### config.mk
export PLATFORM = sky130hd
export DESIGN_NAME = rmt_div
export DESIGN_NICKNAME = d
export VERILOG_FILES = /design/src/hdl/assert_macros.svh /design/src/hdl/rmt_pkg.sv /design/src/hdl/rmt_div.sv
export SDC_FILE = /design/constraint.sdc
export NUM_CORES = 1
export LEC_CHECK = 0
export BUFFER_PORTS_ARGS = -buffer_cell sky130_fd_sc_hd__buf_2
export CORE_MARGIN = 2
export CORE_UTILIZATION = 50
export DETAILED_ROUTE_END_ITERATION = 8
export HOLD_SLACK_MARGIN = 0.15
export PLACE_DENSITY = 0.83
export REMOVE_ABC_BUFFERS = 1
export SYNTH_ARGS = -nofsm -noshare
export SYNTH_HDL_FRONTEND = slang
export SYNTH_SLANG_ARGS = --single-unit
### constraint.sdc
create_clock -name clk -period 6 [get_ports clk]
set_clock_uncertainty 0.2 [all_clocks]
set_input_delay 0.3 -clock clk [delete_from_list [all_inputs] [get_ports clk]]
set_output_delay 0.3 -clock clk [all_outputs]
set_load 0.01 [all_outputs]
### src/hdl/assert_macros.svh
// Assertion macros used by the top-level RTL file of the thrust and mass step block.
`ifndef ASSERT_MACROS_SVH
`define ASSERT_MACROS_SVH

// Same-cycle implication, checked at every rising edge outside reset.
`define ASSERT_HOLDS(label, clk, rst, ante, cons) \
  label: assert property (@(posedge clk) disable iff (rst) (ante) |-> (cons)) \
    else $error("%m: check failed");

// Next-cycle implication, checked at every rising edge outside reset.
`define ASSERT_NEXT(label, clk, rst, ante, cons) \
  label: assert property (@(posedge clk) disable iff (rst) (ante) |=> (cons)) \
    else $error("%m: check failed");

`endif

### src/hdl/rmt_pkg.sv
// Shared constants and helper functions of the thrust and mass step block.
`default_nettype none
package rmt_pkg;

  // Field widths.
  localparam int STEP_W     = 20;
  localparam int TIME_W     = 40;
  localparam int VEL_W      = 32;
  localparam int ANG_W      = 16;
  localparam int MASS_W     = 40;
  localparam int THR_W      = 25;
  localparam int FORCE_W    = 24;
  localparam int CFG_IDX_W  = 4;
  localparam int CFG_DATA_W = 32;

  // Internal arithmetic widths.
  localparam int DIV_NUM_W  = 56;
  localparam int DIV_DEN_W  = 32;
  localparam int SQ_RAD_W   = 64;
  localparam int SQ_ROOT_W  = 32;
  localparam int CORD_W     = 34;
  localparam int CORD_ITERS = 16;

  // Register indexes of the configuration port.
  localparam logic [CFG_IDX_W-1:0] REG_RAMP_UP      = 4'd0;
  localparam logic [CFG_IDX_W-1:0] REG_HOLD         = 4'd1;
  localparam logic [CFG_IDX_W-1:0] REG_RAMP_DOWN    = 4'd2;
  localparam logic [CFG_IDX_W-1:0] REG_BOOST        = 4'd3;
  localparam logic [CFG_IDX_W-1:0] REG_SUSTAIN      = 4'd4;
  localparam logic [CFG_IDX_W-1:0] REG_BOOST_FLOW   = 4'd5;
  localparam logic [CFG_IDX_W-1:0] REG_SUSTAIN_FLOW = 4'd6;
  localparam logic [CFG_IDX_W-1:0] REG_TARGET       = 4'd7;

  // CORDIC start value (inverse gain in Q30) and thrust clamp.
  localparam logic signed [CORD_W-1:0] CORDIC_GAIN = 34'sd652032874;
  localparam logic signed [THR_W-1:0]  THRUST_LIMIT = 25'sd16777215;

  // Arctangent of 2^-i in units where 2^32 is a full turn.
  function automatic logic [31:0] atan_unit(input logic [3:0] i);
    logic [31:0] v;
    case (i)
      4'd0:    v = 32'h20000000;
      4'd1:    v = 32'h12E4051E;
      4'd2:    v = 32'h09FB385B;
      4'd3:    v = 32'h051111D4;
      4'd4:    v = 32'h028B0D43;
      4'd5:    v = 32'h0145D7E1;
      4'd6:    v = 32'h00A2F61E;
      4'd7:    v = 32'h00517C55;
      4'd8:    v = 32'h0028BE53;
      4'd9:    v = 32'h00145F2F;
      4'd10:   v = 32'h000A2F98;
      4'd11:   v = 32'h000517CC;
      4'd12:   v = 32'h00028BE6;
      4'd13:   v = 32'h000145F3;
      4'd14:   v = 32'h0000A2FA;
      4'd15:   v = 32'h0000517D;
      default: v = 32'h0;
    endcase
    return v;
  endfunction

endpackage
`default_nettype wire

### src/hdl/rmt_div.sv
// Restoring unsigned divider, one quotient bit per cycle.
`default_nettype none
module rmt_div (
  input  wire logic                          clk,
  input  wire logic                          rst,
  input  wire logic                          start,
  input  wire logic [rmt_pkg::DIV_NUM_W-1:0] numer,
  input  wire logic [rmt_pkg::DIV_DEN_W-1:0] denom,
  output logic                               done,
  output logic      [rmt_pkg::DIV_NUM_W-1:0] quot
);
  import rmt_pkg::*;

  localparam int CNT_W = $clog2(DIV_NUM_W);

  logic                 busy;
  logic [CNT_W-1:0]     cnt;
  logic [DIV_DEN_W-1:0] rem;
  logic [DIV_DEN_W-1:0] den;
  logic [DIV_NUM_W-1:0] num;
  logic [DIV_DEN_W:0]   shifted;
  logic                 fits;

  // Trial subtraction of the divisor from the partial remainder.
  assign shifted = {rem, num[DIV_NUM_W-1]};
  assign fits    = shifted >= {1'b0, den};
  assign quot    = num;

  always_ff @(posedge clk) begin
    if (rst) begin
      busy <= 1'b0;
      done <= 1'b0;
    end else begin
      done <= 1'b0;
      if (start) begin
        busy <= 1'b1;
        cnt  <= CNT_W'(DIV_NUM_W - 1);
        rem  <= '0;
        den  <= denom;
        num  <= numer;
      end else if (busy) begin
        rem <= fits ? DIV_DEN_W'(shifted - {1'b0, den}) : shifted[DIV_DEN_W-1:0];
        num <= {num[DIV_NUM_W-2:0], fits};
        cnt <= cnt - 1'b1;
        if (cnt == '0) begin
          busy <= 1'b0;
          done <= 1'b1;
        end
      end
    end
  end
endmodule
`default_nettype wire

* After elaboration in Yosys (flattened, before gate mapping)
Cells that the tools add are included.
Storage, ports and cells: logic and storage cells 25, bits in registers 128, output and inout port bits 57
Operators by class: muxes and demuxes 9, add/subtract/negate cells 2, bitwise logic cells 2, reductions and logical operators 5, order comparisons 1
Operators by type and width (number):
- $mux 56 | 2
- $mux 32 | 2
- $ge 33x32->1 | 1
- $sub 32x32->32 | 1
- $logic_not 6->1 | 1
- $mux 6 | 1
- $sub 6x1->6 const B | 1
- $mux 1 | 4
- $reduce_and 2->1 | 2
- $reduce_or 3->1 | 1
- $not 1->1 | 2
- $reduce_bool 2->1 | 1

* Longest topological paths before layout
depth after elaboration 4, gate-level depth with buffers 13

* Worst setup path after synthesis
No wires, ideal clock.
path kind input to register, start point input port start, end point register cnt[0], enable pin, cell stages on the path 4, data arrival time 4941 ps, setup slack 310 ps, path buffers 2, cell sequence clkbuf_1 -> clkbuf_1 -> nor2_1 -> nor2_1
On the way: cells in the longest elaborated chain, start to end 2
Ends and longest elaborated chain:
- start: declaration | RTL line rmt_div.sv:6 | input wire logic start,
- $reduce_bool 2->1 (no source line)
- $reduce_and 2->1 (no source line)
- end signal: assignment | RTL line rmt_div.sv:37 | cnt <= CNT_W'(DIV_NUM_W - 1);
- end signal: assignment | RTL line rmt_div.sv:44 | cnt <= cnt - 1'b1;
- end: declaration | RTL line rmt_div.sv:17 | logic [CNT_W-1:0] cnt;
No other way between the ends. A chain may end at the register's enable or synchronous reset.

* Final worst setup path
start point register rem[0], end point register rem[30] (data pin)
On the way: cells in the longest elaborated chain, start to end 3, elaborated cells on any way between the ends 4, classes of those cells 1 x add/sub; 1 x order compare; 2 x mux
Ends and longest elaborated chain:
- start: declaration | RTL line rmt_div.sv:18 | logic [DIV_DEN_W-1:0] rem;
- start signal: assignment | RTL line rmt_div.sv:42 | rem <= fits ? DIV_DEN_W'(shifted - {1'b0, den}) : shifted[DIV_DEN_W-1:0];
- $sub 32x32->32 or $ge 33x32->1 (tied branches) | RTL line rmt_div.sv:42, rmt_div.sv:26
- $mux 32 (*) | RTL line rmt_div.sv:42
- $mux 32 (*) | RTL line rmt_div.sv:41 | end else if (busy) begin
Every way passes the cells marked *; elsewhere a longest branch is shown, timed or not. The select of a mux whose other input is x is not followed.

==> results.py <==
metrics = {
    "cells_and_area": {
        "area_delta_synth_final_pct": 33.5,
        "nets": 973,
        "layout-drive-gt1-share": 0.287,
        "final_core_util": 0.687,
        "antennaDiodeCount": 0,
    },
    "die": {
        "die_x_um": 124,
        "row_count": 43,
        "dieHeight_um": 124,
        "start_util": 0.514,
        "dieArea_sq_um": 15300,
        "core_sq_um": 13900,
        "ios": 148,
    },
    "synthesis": {
        "yosysTopAreaCell": "edfxtp_1",
        "ys_top_cells_by_count": "edfxtp_1 (126), mux2_2 (56), a21oi_1 (51), nor2_1 (45), nand2_1 (43)",
        "synth.most_common_cell": "edfxtp_1",
        "synth.area.top_cells": "edfxtp_1 (53%), mux2_2 (8.8%), ha_1 (5.9%), a21oi_1 (3.6%), nor2_1 (2.4%)",
        "synth_ff_type": "edfxtp_1",
        "synth_cell_types": 60,
        "synth-edff-count": 126,
        "netlist_instances": 613,
        "seq_area_frac_synth": 0.534,
        "yosysWarnings": 0,
        "syn_area_sq_um": 7170,
        "yosys.area.top_type_share": 0.528,
        "synth_area_per_cell_sq_um": 11.7,
        "async_reset_ff_frac": 0,
        "synth_seq_cells": 128,
    },
    "sta": {
        "hold_violations": 0,
        "setup_tns_ps": 0,
        "rsz0062_at_grt": "no",
        "setup_ws_ps": 2270,
        "period_needed_ps": 3730,
        "fmax_mhz": 268,
        "slew_viol_final": 0,
        "tightest_slew_ps": 1080,
        "final.period_utilization": 0.622,
        "setup_viol": 0,
        "slew_headroom": 0.282,
    },
    "setup_path": {
        "cp-start-kind": "flop",
        "path_max_fanout": 18,
        "slowest_stage": "or4_1",
        "critical_path_arrival_ps": 3690,
        "crit_type": "flop to flop",
        "critPathTopFamily": "compound AO/OA/AOI/OAI gates",
        "cp-end-kind": "flop",
        "crit_path_frequent_cell": "a21oi_2",
        "path_cells": "ha_1 > nor2b_1 > o31ai_1 > a21oi_2 > o211ai_2 > a21oi_2 > o21a_1 > buf_4 > and4_1 > or4_1",
        "critPathBufInv": 1,
        "required_ps": 5960,
        "max_stage_delay_ps": 500,
    },
    "clock_network": {
        "clkSlewWorstSetupHoldPaths_ps": 60,
        "cts_resized": 0,
        "post-cts-setup-buffers": 0,
        "cts-buffers-inserted": 17,
        "cts_tree": "done",
        "cts_root_buffer": "clkbuf_16",
        "insertion_delay_ps": 420,
        "clockBufferDepth": 2,
        "htreeDepth": 4,
        "cts_hold_buffers": 89,
        "clkSinkCount": 128,
    },
    "placement": {
        "dp_hpwl_um": 11400,
        "io_buffers": 147,
        "place_congestion": 0.915,
        "dp_slack_ps": 2300,
    },
    "flow_run": {
        "maxCapViolations": 0,
    },
    "global_route": {
        "grt_pass1_vias": 5948,
        "antenna_found_initial": 0,
        "grt_pass1_wl_um": 29400,
        "grt_max_degree": 84,
        "grt.total_usage": 0.252,
        "gr-total-overflow": 0,
    },
    "routing": {
        "drt_iter0_drc": 386,
        "antenna_left": 0,
        "via_per_inst": 5.59,
        "routedWlPerCell_um": 17.7,
        "drt-total-wl_um": 18400,
        "dr.pass1.iters": 5,
        "drc": 0,
        "vias": 5815,
    },
    "run_status": {
        "status": "finished, final reports clean",
    },
    "power_and_ir_drop": {
        "p_per_area_nw_per_um2": 301,
        "peakVddDrop_v": 0.000228,
        "power.leakage_nw": 4.05,
    },
    "hold_path": {
        "hp-class": "primary input to flop",
    },
}
state kept, by name, indices dropped and copies added, names as in the netlist:
| name | flops |
|---|---|
| busy | 1 |
| done | 1 |
| quot | 56 |
| rem | 32 |
| den | 32 |
| cnt | 6 |
metal layers:
| layer | part of all wire | GRT usage | wire length, um | vias up |
|---|---|---|---|---|
| met5 | 0 | 0 | 0 | - |
| met2 | 0.49 | 0.418 | 8940 | 265 |
| met3 | 0.074 | 0.0742 | 1360 | 41 |
| met4 | 0.022 | 0.0859 | 404 | 0 |
| met1 | 0.42 | 0.316 | 7700 | 2752 |
| li1 | - | - | - | 2757 |
path summary, 6_finish.rpt:
kind          start       to  slack, ps  depth (start not counted)
max          rem[0]  rem[30]       2270                         10
min           start  rem[11]        220                          2
max reg2reg  rem[0]  rem[30]       2270                         10
min reg2reg    busy     done        310                          1
metrics by stage:
stage / hold slack (ps) / cell area (sq um) / total power [mW] / instances
2_1_floorplan: 177 / 7040 / 1.55 / 589
3_3_place_gp: 272 / 8040 / 1.71 / 919
4_1_cts: 200 / 9570 / 2.87 / 1040
6_report: 218 / 9570 / 2.88 / 1040
5_1_grt: 229 / 9570 / 3.01 / 1040
3_5_place_dp: 275 / 8040 / 1.72 / 919
cells in the final DEF (no fill, tap or decap), types with 11 or more instances in the layout:
cell	synthesis	layout
inv_1	41	41
edfxtp_1	126	126
o21ai_0	19	19
mux2i_1	15	15
dlygate4sd3_1	0	89
and3_1	11	11
clkbuf_16	0	17
xnor2_1	14	14
nand2_1	43	43
nor2_1	45	43
a21oi_1	51	51
ha_1	34	34
buf_2	2	146
mux2_2	56	56
a21o_1	13	13
where the power goes:
part	internal [mW]	leakage (nW)	switching [mW]
Sequential	1.08	1.22	0.0373
Clock	0.701	0.308	0.409
Combinational	0.294	2.53	0.358
Total	2.07	4.05	0.805
cell families (layout without fill, tap and decap cells):
group	Yosys count	count (layout)	share of synthesized area
and+or+nand+nor	155	155	0.107
AOI/OAI and AO/OA	138	138	0.125
DFF	128	128	0.534
muxes	71	71	0.109
buffers and inverters	65	312	0.0386
adders and majority gates	35	35	0.0622
xor gates and xnor gates	21	21	0.0257
layout make-up:
cell class                 instances  area [sq um]
fill                             930          4370
sequential                       128          3820
multi-input combinational        420          3080
timing repair buffer             239          1650
clock buffer                      17           425
tap                              180           225
clock inverter                    15           206
inverter                          41           154
No activity file was read; power rests on OpenSTA's default activity.
