`config.mk`:
```
export PLATFORM = sky130hd
export DESIGN_NAME = rmt_cordic
export DESIGN_NICKNAME = d
export VERILOG_FILES = /design/src/hdl/assert_macros.svh /design/src/hdl/rmt_pkg.sv /design/src/hdl/rmt_cordic.sv
export SDC_FILE = /design/constraint.sdc
export NUM_CORES = 1
export LEC_CHECK = 0
export ABC_AREA = 1
export BUFFER_PORTS_ARGS = -buffer_cell sky130_fd_sc_hd__buf_2
export CELL_PAD_IN_SITES_DETAIL_PLACEMENT = 0
export CELL_PAD_IN_SITES_GLOBAL_PLACEMENT = 1
export CORE_MARGIN = 3
export CORE_UTILIZATION = 35
export DETAILED_ROUTE_END_ITERATION = 6
export PLACE_DENSITY_LB_ADDON = 0.1
export SETUP_SLACK_MARGIN = 0.5
export SLEW_MARGIN = 15
export SYNTH_ARGS = -nofsm -noshare
export SYNTH_HDL_FRONTEND = slang
export SYNTH_SLANG_ARGS = --single-unit
```
`constraint.sdc`:
```
create_clock -name clk -period 16.05 [get_ports clk]
set_clock_uncertainty 0.1 [all_clocks]
set_input_delay 3.21 -clock clk [delete_from_list [all_inputs] [get_ports clk]]
set_output_delay 3.21 -clock clk [all_outputs]
set_load 0.05 [all_outputs]
```
`src/hdl/assert_macros.svh`:
```
// Assertion macros used by the top-level RTL file of the thrust and mass step block.
`ifndef ASSERT_MACROS_SVH
`define ASSERT_MACROS_SVH

// Same-cycle implication, checked at every rising edge outside reset.
`define ASSERT_HOLDS(label, clk, rst, ante, cons) \
  label: assert property (@(posedge clk) disable iff (rst) (ante) |-> (cons)) \
    else $error("%m: check failed");

// Next-cycle implication, checked at every rising edge outside reset.
`define ASSERT_NEXT(label, clk, rst, ante, cons) \
  label: assert property (@(posedge clk) disable iff (rst) (ante) |=> (cons)) \
    else $error("%m: check failed");

`endif

```
`src/hdl/rmt_pkg.sv`:
```
// Shared constants and helper functions of the thrust and mass step block.
`default_nettype none
package rmt_pkg;

  // Field widths.
  localparam int STEP_W     = 20;
  localparam int TIME_W     = 40;
  localparam int VEL_W      = 32;
  localparam int ANG_W      = 16;
  localparam int MASS_W     = 40;
  localparam int THR_W      = 25;
  localparam int FORCE_W    = 24;
  localparam int CFG_IDX_W  = 4;
  localparam int CFG_DATA_W = 32;

  // Internal arithmetic widths.
  localparam int DIV_NUM_W  = 56;
  localparam int DIV_DEN_W  = 32;
  localparam int SQ_RAD_W   = 64;
  localparam int SQ_ROOT_W  = 32;
  localparam int CORD_W     = 34;
  localparam int CORD_ITERS = 16;

  // Register indexes of the configuration port.
  localparam logic [CFG_IDX_W-1:0] REG_RAMP_UP      = 4'd0;
  localparam logic [CFG_IDX_W-1:0] REG_HOLD         = 4'd1;
  localparam logic [CFG_IDX_W-1:0] REG_RAMP_DOWN    = 4'd2;
  localparam logic [CFG_IDX_W-1:0] REG_BOOST        = 4'd3;
  localparam logic [CFG_IDX_W-1:0] REG_SUSTAIN      = 4'd4;
  localparam logic [CFG_IDX_W-1:0] REG_BOOST_FLOW   = 4'd5;
  localparam logic [CFG_IDX_W-1:0] REG_SUSTAIN_FLOW = 4'd6;
  localparam logic [CFG_IDX_W-1:0] REG_TARGET       = 4'd7;

  // CORDIC start value (inverse gain in Q30) and thrust clamp.
  localparam logic signed [CORD_W-1:0] CORDIC_GAIN = 34'sd652032874;
  localparam logic signed [THR_W-1:0]  THRUST_LIMIT = 25'sd16777215;

  // Arctangent of 2^-i in units where 2^32 is a full turn.
  function automatic logic [31:0] atan_unit(input logic [3:0] i);
    logic [31:0] v;
    case (i)
      4'd0:    v = 32'h20000000;
      4'd1:    v = 32'h12E4051E;
      4'd2:    v = 32'h09FB385B;
      4'd3:    v = 32'h051111D4;
      4'd4:    v = 32'h028B0D43;
      4'd5:    v = 32'h0145D7E1;
      4'd6:    v = 32'h00A2F61E;
      4'd7:    v = 32'h00517C55;
      4'd8:    v = 32'h0028BE53;
      4'd9:    v = 32'h00145F2F;
      4'd10:   v = 32'h000A2F98;
      4'd11:   v = 32'h000517CC;
      4'd12:   v = 32'h00028BE6;
      4'd13:   v = 32'h000145F3;
      4'd14:   v = 32'h0000A2FA;
      4'd15:   v = 32'h0000517D;
      default: v = 32'h0;
    endcase
    return v;
  endfunction

endpackage
`default_nettype wire

```
`src/hdl/rmt_cordic.sv`:
```
// Rotation-mode CORDIC for cosine and sine in Q30, one iteration per cycle.
`default_nettype none
module rmt_cordic (
  input  wire logic                              clk,
  input  wire logic                              rst,
  input  wire logic                              start,
  input  wire logic        [rmt_pkg::ANG_W-1:0]  angle,
  output logic                                   done,
  output logic signed      [rmt_pkg::CORD_W-1:0] cos_out,
  output logic signed      [rmt_pkg::CORD_W-1:0] sin_out
);
  import rmt_pkg::*;

  localparam int IT_W = $clog2(CORD_ITERS);
  localparam logic signed [CORD_W-1:0] QUARTER = 34'sh0_4000_0000;

  logic                     busy;
  logic                     flip;
  logic [IT_W-1:0]          iter;
  logic signed [CORD_W-1:0] x;
  logic signed [CORD_W-1:0] y;
  logic signed [CORD_W-1:0] z;
  logic [31:0]              a_raw;
  logic signed [CORD_W-1:0] z_raw;
  logic signed [CORD_W-1:0] z_flip;
  logic signed [CORD_W-1:0] xs;
  logic signed [CORD_W-1:0] ys;
  logic signed [CORD_W-1:0] step_ang;

  // Angles beyond a quarter turn are rotated by a half turn first.
  assign a_raw    = {angle, 16'h0000};
  assign z_raw    = CORD_W'(signed'(a_raw));
  assign z_flip   = CORD_W'(signed'(a_raw ^ 32'h8000_0000));
  assign xs       = x >>> iter;
  assign ys       = y >>> iter;
  assign step_ang = signed'({2'b00, atan_unit(iter)});
  assign cos_out  = flip ? -x : x;
  assign sin_out  = flip ? -y : y;

  always_ff @(posedge clk) begin
    if (rst) begin
      busy <= 1'b0;
      done <= 1'b0;
    end else begin
      done <= 1'b0;
      if (start) begin
        busy <= 1'b1;
        iter <= '0;
        x    <= CORDIC_GAIN;
        y    <= '0;
        if (z_raw > QUARTER || z_raw < -QUARTER) begin
          flip <= 1'b1;
          z    <= z_flip;
        end else begin
          flip <= 1'b0;
          z    <= z_raw;
        end
      end else if (busy) begin
        if (!z[CORD_W-1]) begin
          x <= x - ys;
          y <= y + xs;
          z <= z - step_ang;
        end else begin
          x <= x + ys;
          y <= y - xs;
          z <= z + step_ang;
        end
        iter <= iter + 1'b1;
        if (iter == IT_W'(CORD_ITERS - 1)) begin
          busy <= 1'b0;
          done <= 1'b1;
        end
      end
    end
  end
endmodule
`default_nettype wire

```
; After elaboration in Yosys (flattened, before gate mapping)
; Memory sizes are Yosys's and may differ from the RTL's. A register that Yosys moved wholly into a read port is not among the register bits.
; Index checks and enable logic that the tools add are counted.
[word_totals]
n_memories = 1
romBits = 480
reg_bits = 109
[memory_table]
columns = name, words, width, rd, rd_clocked_by_memory_dff, wr, line
row1 = (no name shown), 16, 30, 1, 1, 0, rmt_pkg.sv:41  ; case (i)
[classes]
eq_ne = 1
n_addsub = 9
n_shift = 2
mux = 18
order_cmp = 2
reduce_logical = 5
bitwise_logic = 3
[ops]
columns = op, count
row1 = 34-bit two-way mux, 10
row2 = 34-bit adder, 2
row3 = 34-bit negator, 2
row4 = 34-bit by 4-bit >>> shifter with 34-bit output, 2
row5 = 34-bit subtractor, 2
row6 = 34-bit by 33-bit adder with 34-bit output, 1
row7 = 34-bit by 33-bit subtractor with 34-bit output, 1
row8 = "32-bit > comparator, second input constant", 1
row9 = "32-bit by 31-bit less-than comparator with 1-bit output, second input constant", 1
row10 = 4-bit two-way mux, 3
row11 = 1-bit two-way mux, 5
row12 = "4-bit by 1-bit adder with 4-bit output, second input constant", 1
row13 = "4-bit equality test, second input constant", 1
row14 = 2-bit AND reduction, 2
row15 = 1-bit inverter, 3
row16 = 3-bit OR reduction, 1
row17 = 2-bit nonzero test, 1
row18 = 1-bit logical OR, 1

; Depth between registers and ports, before layout
[logic_depth]
word_depth = 4
mapped_depth = 31
mapped_depth_nobuf = 28

; Least setup slack after synthesis
; Ideal clock, no wire load.
[synth_path]
path_type = input -> register
start = input port start
end = register, netlist name step_ang[1]
setup_slack_ns = 8.315
cell_stages = 12
t_arrival_ns = 7.511
t_required_ns = 15.826
n_path_buf = 1
setup_time_ns = 0.124
path_cell_list = clkbuf_1 > o21ai_0 > inv_1 > o22ai_1 > inv_1 > ha_1 > inv_1 > nor2_1 > o21ai_0 > inv_1 > nor2_1 > o31ai_1
[synth_via]
elab_chain_cells = 3
elab_cells_between_ends = 4
classes_between = 2 x mux / 2 x reduce/logical
[synth_rtl]
columns = item, line
row1 = start: declaration, rmt_cordic.sv:6  ; input wire logic start,
row2 = 2-bit nonzero test (no source line), n/a
row3 = 2-bit AND reduction (no source line), n/a
row4 = 4-bit two-way mux (no source line) (*), n/a
; Every way passes the cells marked *; elsewhere a longest branch is shown, timed or not.
; A chain may end at the register's enable or synchronous reset.

; Worst setup path after layout
[layout_path]
start = input port start
end = register, netlist name step_ang[1]
[layout_via]
elab_chain_cells = 3
elab_cells_between_ends = 4
classes_between = 2 x mux / 2 x reduce/logical
[layout_rtl]
columns = item
row1 = 2-bit nonzero test (no source line)
row2 = 2-bit AND reduction (no source line)
row3 = 4-bit two-way mux (no source line) (*)
; Marked as above.

==> impl_metrics.env <==
export IMPL_status="finished clean"
export IMPL_synthCells=2837
export IMPL_cts_root_buf="clkbuf_16"
export IMPL_worst_setup_path_end_kind="flip-flop"
export IMPL_grt_usage_pct=24.0
export IMPL_hold_violations=0
export IMPL_crit_required_ns=16.36
export IMPL_hp_class="flip-flop to flip-flop"
export IMPL_post_cts_buffers=0
export IMPL_synthAdderAreaFrac_pct=8.16
export IMPL_grt_pass1_vias=17800
export IMPL_port_buffers=87
export IMPL_synth_area_mux_share_pct=0
export IMPL_start_util_pct=35.5
export IMPL_antenna_found_initial=0
export IMPL_final_min_clock_period_ns=6.97
export IMPL_vdd_ir_drop_max_uv=76.8
export IMPL_core_rowCount=82
export IMPL_via_per_inst=5.36
export IMPL_yosysUniqueCellTypes=58
export IMPL_antenna_cells=0
export IMPL_total_power_w=0.00246
export IMPL_rsz0062_at_grt="false"
export IMPL_final_layout_size_suffix_gt1_share_pct=9.15
export IMPL_final_nets=2996
export IMPL_seq_area_sq_mm=0.00385
export IMPL_synth_area_sq_mm=0.0179
export IMPL_synth_seq_area_share_pct=21.5
export IMPL_crit_type="input port to flip-flop"
export IMPL_final_common_cell="nand2_1"
export IMPL_maxCapViolations=0
export IMPL_powerDensity_mw_per_mm2=127
export IMPL_worst_slew_pin_slew_ns=0.902
export IMPL_synth_compound_area_share_pct=15.7
export IMPL_slowest_delay_ns=0.74
export IMPL_crit_chain="buf_2 > buf_4 > o21ai_0 > inv_4 > buf_4 > nand2_1 > nand2_1 > inv_1 > nor2_1 > inv_1 > nor2_1 > nor2_1 > o31ai_1"
export IMPL_antenna_left=0
export IMPL_synthArstFlopShare_pct=0
export IMPL_numCtsBuffers=17
export IMPL_multiInputGateArea_sq_mm=0.0126
export IMPL_dieArea_sq_mm=0.0539
export IMPL_grt_ovfl_total=0
export IMPL_drt_initial_drc_count=1486
export IMPL_ios=88
export IMPL_syn_nets=2971
export IMPL_place_gp_congestion=0.895
export IMPL_mostFrequentLayoutCells="nand2_1 (680), nand3_1 (394), nor2_1 (312)"
export IMPL_dp_cells=3515
export IMPL_post_cts_resized=0
export IMPL_ys_seq_elements=139
export IMPL_clock_latency_ns=0.49
export IMPL_path_max_fanout=62
export IMPL_core_area_sq_mm=0.0504
export IMPL_die_h_um=232
export IMPL_finalCritPeriodShare_pct=43.4
export IMPL_p_leak_nw=8.74
export IMPL_crit_top_cell="nor2_1"
export IMPL_cts_hold_buf=0
export IMPL_path_clk_slew_ns=0.07
export IMPL_max_freq_ghz=0.143
export IMPL_area_growth_pct=8.45
export IMPL_synth_flop_cell="edfxtp_1"
export IMPL_die_x_um=232
export IMPL_hpwlAfterDp_um=50800
export IMPL_setup_violations=0
export IMPL_fin_setup_tns_ns=0
export IMPL_fillers=5525
export IMPL_yosys_warnings=0
export IMPL_grt_start_max_net_pins=76
export IMPL_drcViolationCount=0
export IMPL_synth_edf_count=107
export IMPL_startpoint_type="input port"
export IMPL_wl_per_cell_um=18.2
export IMPL_synth_top_family_by_area="simple AND/OR/NAND/NOR gates"
export IMPL_cts_htree_levels=4
export IMPL_cts_tree="yes"
export IMPL_critical_path_buf_inv_count=6
export IMPL_r2r_slack_ns=10.31
export IMPL_syn_area_per_cell_sq_um=6.31
export IMPL_crit_family="buffers and inverters"
export IMPL_synth_simple_area_share_pct=39.2
export IMPL_clockBufferDepth=2
export IMPL_cp_slowest_cell="inv_4"
export IMPL_synthXorXnorAreaFrac_pct=7.29
export IMPL_totalWireLength_um=64600
export IMPL_slew_violations=0
export IMPL_slew_headroom_pct=39.9
export IMPL_cts_sinks=139
export IMPL_grt_pass1_wl_um=101000
export IMPL_final_cells=3547
export IMPL_arrival_ns=7.28
export IMPL_vias=19000
export IMPL_firstDrtPassIters=5
## worst min-delay path, cell delays in order (launching register included)
cell     delay [ns]
dfxtp_1        0.31
nand3_1        0.11
nor3_1         0.08
## logic make-up after synthesis
kind of cell	count (synthesis)
adders and majority gates	115
xor gates and xnor gates	149
and+or+nand+nor	1581
AOI/OAI and AO/OA	497
DFF	139
buffers and inverters	356
## per-stage QoR
stage	hold slack (ns)	instance area [sq um]	util [%]	worst slack (ns)
floorplan	0.361	17900	-	8.32
global placement	0.416	18800	37.4	8.51
detailed placement	0.438	18800	37.4	8.51
CTS	0.454	19400	38.5	9.02
global route	0.470	19400	38.5	8.70
finish	0.456	19400	38.5	9.08
## cell type report
| class | instances | area share (%) |
|---|---|---|
| inverters | 258 | 5.00 |
| flip-flops and latches | 139 | 19.9 |
| repair buffers | 104 | 2.90 |
| well taps | 672 | 4.33 |
| multi-input cells | 2342 | 64.8 |
| clock inverters | 11 | 0.471 |
| clock buffers | 21 | 2.60 |
## where the power goes
part / internal, W / leakage, nW / switching [W] / total, W
clock network: 0.000229 / 0.298 / 0.000191 / 0.000420
registers: 0.000473 / 1.29 / 0.0000916 / 0.000564
logic: 0.000458 / 7.15 / 0.00101 / 0.00147
total: 0.00116 / 8.74 / 0.00130 / 0.00246
## metal layers
metal,vias up,global-route usage (%),wire length (um)
met4,0,6.24,1300
met3,56,2.83,2320
met1,8867,32.4,30200
met5,-,0,0
met2,442,40.5,30800
li1,9655,-,-
## state kept, by name (all words and copies together) (netlist names)
name and count:
x 34, y 34, z 34, step_ang 30, iter 4, busy 1
done 1, flip 1
## synth_stat cells, types with 2 or more instances
cell / n / area [sq um]
a21boi_0: 4 / 30.0
a21o_1: 17 / 128
a21oi_1: 204 / 1020
a221oi_1: 4 / 35.0
a31oi_1: 13 / 81.3
a41oi_1: 2 / 17.5
buf_1: 17 / 63.8
buf_2: 33 / 165
buf_4: 7 / 52.6
buf_6: 5 / 56.3
clkbuf_1: 35 / 131
clkinv_1: 2 / 7.51
dfxtp_1: 32 / 641
edfxtp_1: 107 / 3210
fa_1: 3 / 60.1
ha_1: 112 / 1400
inv_1: 241 / 905
inv_2: 15 / 56.3
nand2_1: 680 / 2550
nand2_2: 38 / 238
nand2_4: 2 / 22.5
nand3_1: 394 / 1970
nand3_2: 17 / 170
nand3b_1: 7 / 52.6
nand4_1: 33 / 206
nor2_1: 312 / 1170
nor2_2: 17 / 106
nor2_4: 3 / 33.8
nor3_1: 29 / 145
nor3_2: 2 / 20.0
nor4_1: 23 / 144
o211ai_1: 11 / 82.6
o21a_1: 14 / 105
o21ai_0: 168 / 841
o21ai_1: 9 / 45.0
o21ai_2: 3 / 26.3
o21bai_1: 18 / 135
o221ai_1: 5 / 43.8
o31ai_1: 12 / 90.1
or2_2: 22 / 138
xnor2_1: 44 / 385
xor2_1: 105 / 920
## worst paths after layout
| path | from | to | cells past startpoint |
|---|---|---|---|
| worst max register to register | iter[1]$_SDFFCE_PP0P_ | y[29]$_SDFFCE_PP0P_ | 27 |
| worst max-delay path | start | step_ang[1]$_DFF_P_ | 13 |
| worst min-delay path | busy$_SDFF_PP0_ | done$_SDFF_PP0_ | 2 |
| worst min register to register | busy$_SDFF_PP0_ | done$_SDFF_PP0_ | 2 |
Note: power is estimated with default switching activity, not from simulation.
