<file path="config.mk">
export PLATFORM = sky130hd
export DESIGN_NAME = rmt_isqrt
export DESIGN_NICKNAME = d
export VERILOG_FILES = /design/src/hdl/assert_macros.svh /design/src/hdl/rmt_pkg.sv /design/src/hdl/rmt_isqrt.sv
export SDC_FILE = /design/constraint.sdc
export NUM_CORES = 1
export LEC_CHECK = 0
export BUFFER_PORTS_ARGS = -buffer_cell sky130_fd_sc_hd__buf_2
export CAP_MARGIN = 20
export CORE_MARGIN = 5
export CORE_UTILIZATION = 35
export DETAILED_ROUTE_END_ITERATION = 8
export SYNTH_ARGS = -nofsm -noshare
export SYNTH_HDL_FRONTEND = slang
export SYNTH_SLANG_ARGS = --single-unit
export TNS_END_PERCENT = 5
</file>
<file path="constraint.sdc">
create_clock -name clk -period 12.1 [get_ports clk]
set_input_delay 0.605 -clock clk [delete_from_list [all_inputs] [get_ports clk]]
set_output_delay 0.605 -clock clk [all_outputs]
set_load 0.01 [all_outputs]
</file>
<file path="src/hdl/assert_macros.svh">
// Assertion macros used by the top-level RTL file of the thrust and mass step block.
`ifndef ASSERT_MACROS_SVH
`define ASSERT_MACROS_SVH

// Same-cycle implication, checked at every rising edge outside reset.
`define ASSERT_HOLDS(label, clk, rst, ante, cons) \
  label: assert property (@(posedge clk) disable iff (rst) (ante) |-> (cons)) \
    else $error("%m: check failed");

// Next-cycle implication, checked at every rising edge outside reset.
`define ASSERT_NEXT(label, clk, rst, ante, cons) \
  label: assert property (@(posedge clk) disable iff (rst) (ante) |=> (cons)) \
    else $error("%m: check failed");

`endif

</file>
<file path="src/hdl/rmt_pkg.sv">
// Shared constants and helper functions of the thrust and mass step block.
`default_nettype none
package rmt_pkg;

  // Field widths.
  localparam int STEP_W     = 20;
  localparam int TIME_W     = 40;
  localparam int VEL_W      = 32;
  localparam int ANG_W      = 16;
  localparam int MASS_W     = 40;
  localparam int THR_W      = 25;
  localparam int FORCE_W    = 24;
  localparam int CFG_IDX_W  = 4;
  localparam int CFG_DATA_W = 32;

  // Internal arithmetic widths.
  localparam int DIV_NUM_W  = 56;
  localparam int DIV_DEN_W  = 32;
  localparam int SQ_RAD_W   = 64;
  localparam int SQ_ROOT_W  = 32;
  localparam int CORD_W     = 34;
  localparam int CORD_ITERS = 16;

  // Register indexes of the configuration port.
  localparam logic [CFG_IDX_W-1:0] REG_RAMP_UP      = 4'd0;
  localparam logic [CFG_IDX_W-1:0] REG_HOLD         = 4'd1;
  localparam logic [CFG_IDX_W-1:0] REG_RAMP_DOWN    = 4'd2;
  localparam logic [CFG_IDX_W-1:0] REG_BOOST        = 4'd3;
  localparam logic [CFG_IDX_W-1:0] REG_SUSTAIN      = 4'd4;
  localparam logic [CFG_IDX_W-1:0] REG_BOOST_FLOW   = 4'd5;
  localparam logic [CFG_IDX_W-1:0] REG_SUSTAIN_FLOW = 4'd6;
  localparam logic [CFG_IDX_W-1:0] REG_TARGET       = 4'd7;

  // CORDIC start value (inverse gain in Q30) and thrust clamp.
  localparam logic signed [CORD_W-1:0] CORDIC_GAIN = 34'sd652032874;
  localparam logic signed [THR_W-1:0]  THRUST_LIMIT = 25'sd16777215;

  // Arctangent of 2^-i in units where 2^32 is a full turn.
  function automatic logic [31:0] atan_unit(input logic [3:0] i);
    logic [31:0] v;
    case (i)
      4'd0:    v = 32'h20000000;
      4'd1:    v = 32'h12E4051E;
      4'd2:    v = 32'h09FB385B;
      4'd3:    v = 32'h051111D4;
      4'd4:    v = 32'h028B0D43;
      4'd5:    v = 32'h0145D7E1;
      4'd6:    v = 32'h00A2F61E;
      4'd7:    v = 32'h00517C55;
      4'd8:    v = 32'h0028BE53;
      4'd9:    v = 32'h00145F2F;
      4'd10:   v = 32'h000A2F98;
      4'd11:   v = 32'h000517CC;
      4'd12:   v = 32'h00028BE6;
      4'd13:   v = 32'h000145F3;
      4'd14:   v = 32'h0000A2FA;
      4'd15:   v = 32'h0000517D;
      default: v = 32'h0;
    endcase
    return v;
  endfunction

endpackage
`default_nettype wire

</file>
<file path="src/hdl/rmt_isqrt.sv">
// Integer square root, two radicand bits and one root bit per cycle.
`default_nettype none
module rmt_isqrt (
  input  wire logic                          clk,
  input  wire logic                          rst,
  input  wire logic                          start,
  input  wire logic [rmt_pkg::SQ_RAD_W-1:0]  radicand,
  output logic                               done,
  output logic      [rmt_pkg::SQ_ROOT_W-1:0] root
);
  import rmt_pkg::*;

  localparam int CNT_W = $clog2(SQ_ROOT_W);
  localparam int REM_W = SQ_ROOT_W + 3;

  logic                 busy;
  logic [CNT_W-1:0]     cnt;
  logic [SQ_RAD_W-1:0]  rad;
  logic [REM_W-1:0]     rem;
  logic [REM_W-1:0]     rem2;
  logic [REM_W-1:0]     trial;
  logic                 fits;

  // Bring down the next bit pair and test the candidate root bit.
  assign rem2  = {rem[REM_W-3:0], rad[SQ_RAD_W-1 -: 2]};
  assign trial = {1'b0, root, 2'b01};
  assign fits  = rem2 >= trial;

  always_ff @(posedge clk) begin
    if (rst) begin
      busy <= 1'b0;
      done <= 1'b0;
    end else begin
      done <= 1'b0;
      if (start) begin
        busy <= 1'b1;
        cnt  <= CNT_W'(SQ_ROOT_W - 1);
        rad  <= radicand;
        rem  <= '0;
        root <= '0;
      end else if (busy) begin
        rem  <= fits ? rem2 - trial : rem2;
        root <= {root[SQ_ROOT_W-2:0], fits};
        rad  <= {rad[SQ_RAD_W-3:0], 2'b00};
        cnt  <= cnt - 1'b1;
        if (cnt == '0) begin
          busy <= 1'b0;
          done <= 1'b1;
        end
      end
    end
  end
endmodule
`default_nettype wire

</file>
* After elaboration in Yosys (flattened, before gate mapping)
Index checks and enable logic that the tools add are counted.
Widths: inputs -> output; s select.
** Cells by class
- Mux-type cells :: 10
- Bitwise gates (word level) :: 2
- Add/sub/neg operators :: 2
- Reductions and logical operators :: 4
- $lt $le $gt $ge :: 1
** Operator list (count)
- $mux 64 :: 2
- $mux 33 :: 2
- $ge 35x34->1 :: 1
- $sub 33x33->33 :: 1
- $mux 32 :: 1
- $logic_not 5->1 :: 1
- $mux 5 :: 1
- $sub 5x1->5 const B :: 1
- $mux 1 :: 4
- $reduce_or 3->1 :: 1
- $not 1->1 :: 2
- $reduce_and 2->1 :: 1
- $reduce_bool 2->1 :: 1
** Word-level totals
- Register bits after elaboration :: 136
- Output and inout bits :: 33
- Logic and storage cells :: 25
- Input bits :: 67

* Depth between registers and ports, before layout
Gate-level depths: netlist (run 1).
- Word-level depth :: 4
- Gate-level depth with buffers :: 13
- Depth with buffers taken out :: 10

* Worst setup path after synthesis (run 1)
Ideal clock, no wire load.
- Kind :: input to register
- From :: in start
- To :: reg cnt[0], enable pin
- Setup time :: 630 ps
- Stages :: 4
- Setup slack :: 4714 ps
- Data required time :: 11470 ps
- Data arrival time :: 6757 ps
- Cell sequence :: clkbuf_1 > clkbuf_1 > nor2_1 > nor2_1
** Between the ends
- Cells in the longest elaborated chain, start to end :: 2
** RTL lines
- from (decl) :: line rmt_isqrt.sv:6 : input wire logic start,
- $reduce_bool 2->1 (no source line)
- $reduce_and 2->1 (no source line)
- to (signal assigned) :: line rmt_isqrt.sv:37 : cnt <= CNT_W'(SQ_ROOT_W - 1);
- to (signal assigned) :: line rmt_isqrt.sv:45 : cnt <= cnt - 1'b1;
- to (decl) :: line rmt_isqrt.sv:17 : logic [CNT_W-1:0] cnt;
Every way passes these cells.
A chain may end at the register's enable or synchronous reset.

* Worst setup path in the final report (run 1)
- From :: in start
- To :: reg rem[13], enable pin
** Between the ends
- Cells in the longest elaborated chain, start to end :: 2
** RTL lines
- $reduce_bool 2->1 (no source line)
- $reduce_and 2->1 (no source line)
- to (signal assigned) :: line rmt_isqrt.sv:42 : rem <= fits ? rem2 - trial : rem2;
- to (decl) :: line rmt_isqrt.sv:19 : logic [REM_W-1:0] rem;
Every way passes these cells.

==> metrics, run 1 <==
count of yosys warnings during synthesis=0; Achievable Freq=306 MHz; CP most frequent cell=buf_4; largest net degree at the start of global routing=84; CP required=12.15 ns; number of DRC markers in iteration 0=346; PnR Total Power=1.36 mW; clk_skew=0.0119 ns; Syn Inst Count=645; nets=845; cell area power density=155 nW/um^2; maximum VDD drop=99.7 uV; Worst-Margin Slew=0.938 ns; Max Cap Violations=0; LEAKAGE=3.46 nW; register area share after synthesis=54.6%; Placed Instances=998; first-pass GRT wire length=25600 um; Die H=156 um; via count=5093; Critical Path Max Stage Delay=0.72 ns; FFs w/ async S/R, synth=0%; Crit path buffers/inverters=3; number of buffers added on ports=99; fin crit period=3.27 ns; critical path, cell by cell=buf_4 > nor2_1 > nor2_4 > buf_4 > buf_4; crit-path max FO=59; vias per cell=4.94; worst path arrival time=3.32 ns; adder-cell share of the synthesized area=6.05%; post-cts hold buffer count=0; Antenna Nets Post-Route=0; Top FF cell, synth=edfxtp_1; Area growth, synth to finish=18.1%; aggregate global-route resource usage=13.2%; CTS tree=done; per-cell routed wire length=15.3 um; slew margin rel.=37.5%; Cell Count, Final, Fillers Out=1031; setup TNS=0 ns; Setup crit start kind=input pin; DP HPWL=10900 um; Initial Util=35.4%; Compound-Gate Fraction of Synth Area=12.0%; die area=24300 sq um; most frequent cells in the layout=edfxtp_1 (134), buf_2 (98), nand2_1 (67); Post-Synth XOR/XNOR Area=2.82%; Post-CTS Setup Repair Bufs=0; row cnt=53; core box area=21000 sq um; GRT overflow=0; nature of the critical path endpoint=flop; Root Buffer=clkbuf_16; Distinct cells, synth=61; simple-gate share of the synthesized area=11.5%; # H-tree levels=4; CTS Sinks=136; RSZ-0062 raised after global routing=false; DRC=0; Resize count post-CTS=0; Hold Path Class=input pin to flop; largest family of logic cells by synthesized area=compound AO/OA/AOI/OAI gates; Synth Register Bits=136; delay-heaviest family, CP=buffers and inverters; Crit Path Category=input pin to flop; commonest non-fill, non-tap cell in the layout=edfxtp_1; CP max stage cell=buf_4; initial antenna violation count=6; Syn Nets=748; Max Slew Vio Count=0; cts bufs inserted=17; Final period util=27.0%; DR pass1 iterations=5; status=completed; worst-skew pair later-pin latency=0.43 ns; Synth Area per Inst=11.5 sq um; Fin. Hold Viols=0; IO Pins=100; drt total wl=15800 um; Post-Syn Area=7450 sq um; routability cong.=0.790; Reg clk slew, reported paths=0.07 ns; share of cells above drive strength 1=28.3%; Die Span X=156 um; mux contribution to synthesized area=9.51%; clk buf depth=2; number of global-route vias before repair=4997; Post-synth EDFFs=134; # setup viols final=0
cells by family (layout without fill, tap and decap cells):
logic type / Yosys count / after routing
buffers and inverters: 65 / 175
multiplexers: 63 / 63
adder cells (fa/ha/maj): 36 / 36
AND/OR/NAND/NOR: 190 / 190
AO/OA/AOI/OAI: 131 / 131
XOR/XNOR: 24 / 24
flip-flops: 136 / 136
other: 0 / 1
worst paths after layout:
path	slack (ns)	from	cells past startpoint	endpoint
hold reg to reg	0.47	busy$_SDFF_PP0_	1	done$_SDFF_PP0_
setup / recovery	8.83	start	5	rem[13]$_SDFFCE_PP0P_
setup reg to reg	8.97	rem[16]$_SDFFCE_PP0P_	9	rem[30]$_SDFFCE_PP0P_
hold / removal	0.39	rst	2	done$_SDFF_PP0_
layer usage:
metal	vias to the layer above	global-route usage (%)	wire, um
met5	-	0	82
met4	12	3.63	151
met3	23	6.16	1410
met2	116	19.1	6830
met1	2393	17.7	7340
li1	2549	-	-
Yosys cell counts (all sizes together) (7+ instances only):
| master | n | area (sq um) |
|---|---|---|
| inv | 41 | 154 |
| and3 | 8 | 50.1 |
| a211oi | 10 | 85.1 |
| edfxtp | 134 | 4020 |
| and2 | 8 | 52.6 |
| clkbuf | 13 | 51.3 |
| mux2 | 62 | 698 |
| nor3 | 9 | 45.0 |
| xor2 | 7 | 61.3 |
| ha | 36 | 450 |
| buf | 11 | 62.6 |
| nand2 | 68 | 258 |
| a21oi | 61 | 320 |
| nand3 | 16 | 80.1 |
| o21ai | 24 | 128 |
| nor2 | 59 | 221 |
| xnor2 | 17 | 149 |
area by class of cell:
cell class,count,area (sq um)
clock inverter,15,165
sequential,136,4060
tap,275,344
antenna,1,2.50
multi-input combinational,444,3120
clock buffer,17,425
inverter,41,154
fill,2030,12200
timing repair buffer,102,520
sequential cells by signal, indices dropped and copies added (netlist names):
name and flops:
cnt 5, done 1, root 32, rem 33, busy 1, rad 64
per-stage QoR:
stage	area (sq um)	setup slack, ns	util (%)	hold WS [ns]
2_1_floorplan	7450	4.71	-	0.454
3_3_place_gp	8210	8.34	39.0	0.472
3_5_place_dp	8210	8.30	39.0	0.467
4_1_cts	8800	8.76	41.8	0.384
5_1_grt	8800	8.58	41.8	0.398
6_report	8800	8.83	41.9	0.393
where the power goes:
group	switching (mW)	leakage, nW	internal, mW
combinational	0.152	1.86	0.109
clock	0.218	0.289	0.307
sequential	0.0138	1.31	0.565
total	0.383	3.46	0.981
Note: power is estimated with default switching activity, not from simulation.
==> run 2: changes to the inputs <==
==> constraint.sdc (replaced) <==
create_clock -name clk -period 2.7 [get_ports clk]
set_input_delay 0.135 -clock clk [delete_from_list [all_inputs] [get_ports clk]]
set_output_delay 0.135 -clock clk [all_outputs]
set_load 0.01 [all_outputs]
==> metrics, run 2 (same netlist as run 1, synthesis figures left out) <==
Largest regs=rad (64), rem (33), root (32) (unchanged); Hold Crit Depth=2 (unchanged); # setup viols final=33 (was 0); Max Cap Violations=0 (unchanged); Worst-Margin Slew=0.806 ns (was 0.938 ns); number of global-route vias before repair=5498 (was 4997); final worst setup slack=-0.0953 ns (was 8.83 ns); Worst Hold Slack=0.0200 ns (was 0.393 ns); fin crit period=2.80 ns; row cnt=53 (unchanged); DP HPWL=11100 um (was 10900 um); IO Pins=100 (unchanged); area of the multi-input gates=3230 sq um (was 3120 sq um); fillcell total=1950 (was 2030); Max Slew Vio Count=0 (unchanged); RR Endpoint=rem[0]$_SDFFCE_PP0P_ (was rem[30]$_SDFFCE_PP0P_); core box area=21000 sq um (unchanged); launch point of the worst path=root[23]$_SDFFCE_PP0P_ (was start); slew margin rel.=46.2% (was 37.5%); Placed Instances=1021 (was 998); Cell Count, Final, Fillers Out=1109 (was 1031); Die Span X=156 um (unchanged); GRT overflow=0 (unchanged); WHS Endpoint=rad[11]$_DFFE_PP_ (was done$_SDFF_PP0_); number of buffers added on ports=99 (unchanged); max FFs per register=64 (unchanged); nature of the critical path endpoint=flop (unchanged); hold_sp=radicand[11] (was rst); diode count=0 (was 1); clk buf depth=2 (unchanged); DR pass1 iterations=4 (was 5); Most flops, register=rad (unchanged); DRC=0 (unchanged); Initial Util=35.4% (unchanged); number of DRC markers in iteration 0=233 (was 346); Achievable Freq=358 MHz; Root Buffer=clkbuf_16 (unchanged); crit-path max FO=7 (was 59); critical path, cell by cell=inv_1 > ha_1 > nand2_2 > o21ai_2 > o41ai_2 > o211ai_1 > a2111oi_4 > and2_4 > buf_12 > xnor2_2 > nor2_1 (was buf_4 > nor2_1 > nor2_4 > buf_4 > buf_4); Hold Path Class=input pin to flop (unchanged); CP required=2.85 ns (was 12.15 ns); CTS tree=done (unchanged); Crit Path Category=flop to flop (was input pin to flop); LEAKAGE=3.84 nW (was 3.46 nW); drt total wl=16900 um (was 15800 um); Critical Path Max Stage Delay=0.43 ns (was 0.72 ns); first-pass GRT wire length=27600 um (was 25600 um); Antenna Nets Post-Route=0 (unchanged); Final period util=104%; # H-tree levels=4 (unchanged); CP max stage cell=a2111oi_4 (was buf_4); maximum VDD drop=468 uV (was 99.7 uV); clk_skew=0.0149 ns (was 0.0119 ns); CTS Sinks=136 (unchanged); RSZ-0062 raised after global routing=true (was false); largest net degree at the start of global routing=136 (was 84); share of cells above drive strength 1=31.4% (was 28.3%); worst-skew pair later-pin latency=0.43 ns (about the same); initial antenna violation count=1 (was 6); aggregate global-route resource usage=14.2% (was 13.2%); via count=5439 (was 5093); cell area power density=660 nW/um^2 (was 155 nW/um^2); reg2reg start=root[23]$_SDFFCE_PP0P_ (was rem[16]$_SDFFCE_PP0P_); cts bufs inserted=17 (unchanged); Setup crit start kind=flop (was input pin); Fin. Hold Viols=0 (unchanged); Reg2Reg Setup Slack=-0.1 ns (was 8.97 ns); nets=924 (was 845); worst path arrival time=2.94 ns (was 3.32 ns); Die H=156 um (unchanged); Reg clk slew, reported paths=0.06 ns (was 0.07 ns); commonest non-fill, non-tap cell in the layout=edfxtp_1 (unchanged); Register Area=4060 sq um (unchanged); routability cong.=0.860 (was 0.790); die area=24300 sq um (unchanged); vias per cell=4.90 (was 4.94); status=finished with violations (was completed); failing checks=setup timing; most frequent cells in the layout=edfxtp_1 (134), buf_2 (98), nand2_1 (63) (was edfxtp_1 (134), buf_2 (98), nand2_1 (67)); Area growth, synth to finish=30.2% (was 18.1%); R2R depth=11 (was 9); per-cell routed wire length=15.3 um (about the same)
## run 2: cell types whose count changed in the layout (fill, tap and decap cells not counted), sizes merged
cell | before | now
buf | 102 | 132
bufinv | 2 | 3
clkbuf | 17 | 18
clkinv | 7 | 6
diode | 1 | 0
dlygate4sd3 | 0 | 49
inv | 46 | 45
## run 2: layout make-up
| type | instances | share of cell area, % |
|---|---|---|
| Sequential cell | 136 | 41.9 |
| Tap cell | 275 | 3.55 |
| Timing Repair Buffer | 181 | 13.5 |
| Inverter | 41 | 1.59 |
| Multi-Input combinational cell | 444 | 33.3 |
| Clock buffer | 18 | 4.42 |
| Clock inverter | 14 | 1.77 |
## run 2: how the worst max path moves through the flow
stage                                       end  depth (start not counted)
after floorplan            cnt[0]$_SDFFCE_PP1P_                          4
after global placement    rem[22]$_SDFFCE_PP0P_                         11
after detailed placement  rem[16]$_SDFFCE_PP0P_                         11
after CTS                  rem[0]$_SDFFCE_PP0P_                         11
after global routing       rem[0]$_SDFFCE_PP0P_                         10
final                      rem[0]$_SDFFCE_PP0P_                         11
## run 2: metrics by stage
step                setup TNS, ns  worst slack, ns  power [mW]  util (%)  instance area [sq um]
CTS                             0          0.00131        6.41      45.2                   9510
floorplan                  -19.16           -0.143        3.54         -                   7490
global route                -7.14           -0.258        6.76      46.1                   9700
detailed placement         -0.412          -0.0567        3.93      40.2                   8450
finish                      -1.20          -0.0953        6.40      46.1                   9700
global placement                0           0.0743        3.91      40.2                   8450
## run 2: critical path: cells and delay by family (launching register included)
| family | cells | cell delay, ns |
|---|---|---|
| AO/OA/AOI/OAI | 4 | 1.11 |
| AND/OR/NAND/NOR | 3 | 0.42 |
| flip-flops | 1 | 0.38 |
| adder cells (fa/ha/maj) | 1 | 0.28 |
| buffers and inverters | 2 | 0.23 |
| XOR/XNOR | 1 | 0.10 |
## run 2: where the power goes
group / internal, mW / switching [mW] / leakage [nW] / total (mW)
logic: 0.663 / 0.743 / 2.25 / 1.41
registers: 2.53 / 0.0695 / 1.31 / 2.60
clock network: 1.46 / 0.933 / 0.291 / 2.39
total: 4.65 / 1.75 / 3.84 / 6.40
## run 2: what timing repair did
item,CTS,global route
hold buffers,45,4
endpoints found under the setup margin,21,34
endpoints found under the hold margin,45,4
pin swaps,1,8
setup buffers,0,7
resized for setup,3,24
## run 2: metal layers
layer	routed length (um)	track usage (%)	up-vias
met4	218	4.34	2
met1	7600	18.0	2587
met5	7	0	-
li1	-	-	2711
met3	1110	5.33	18
met2	7990	22.6	121
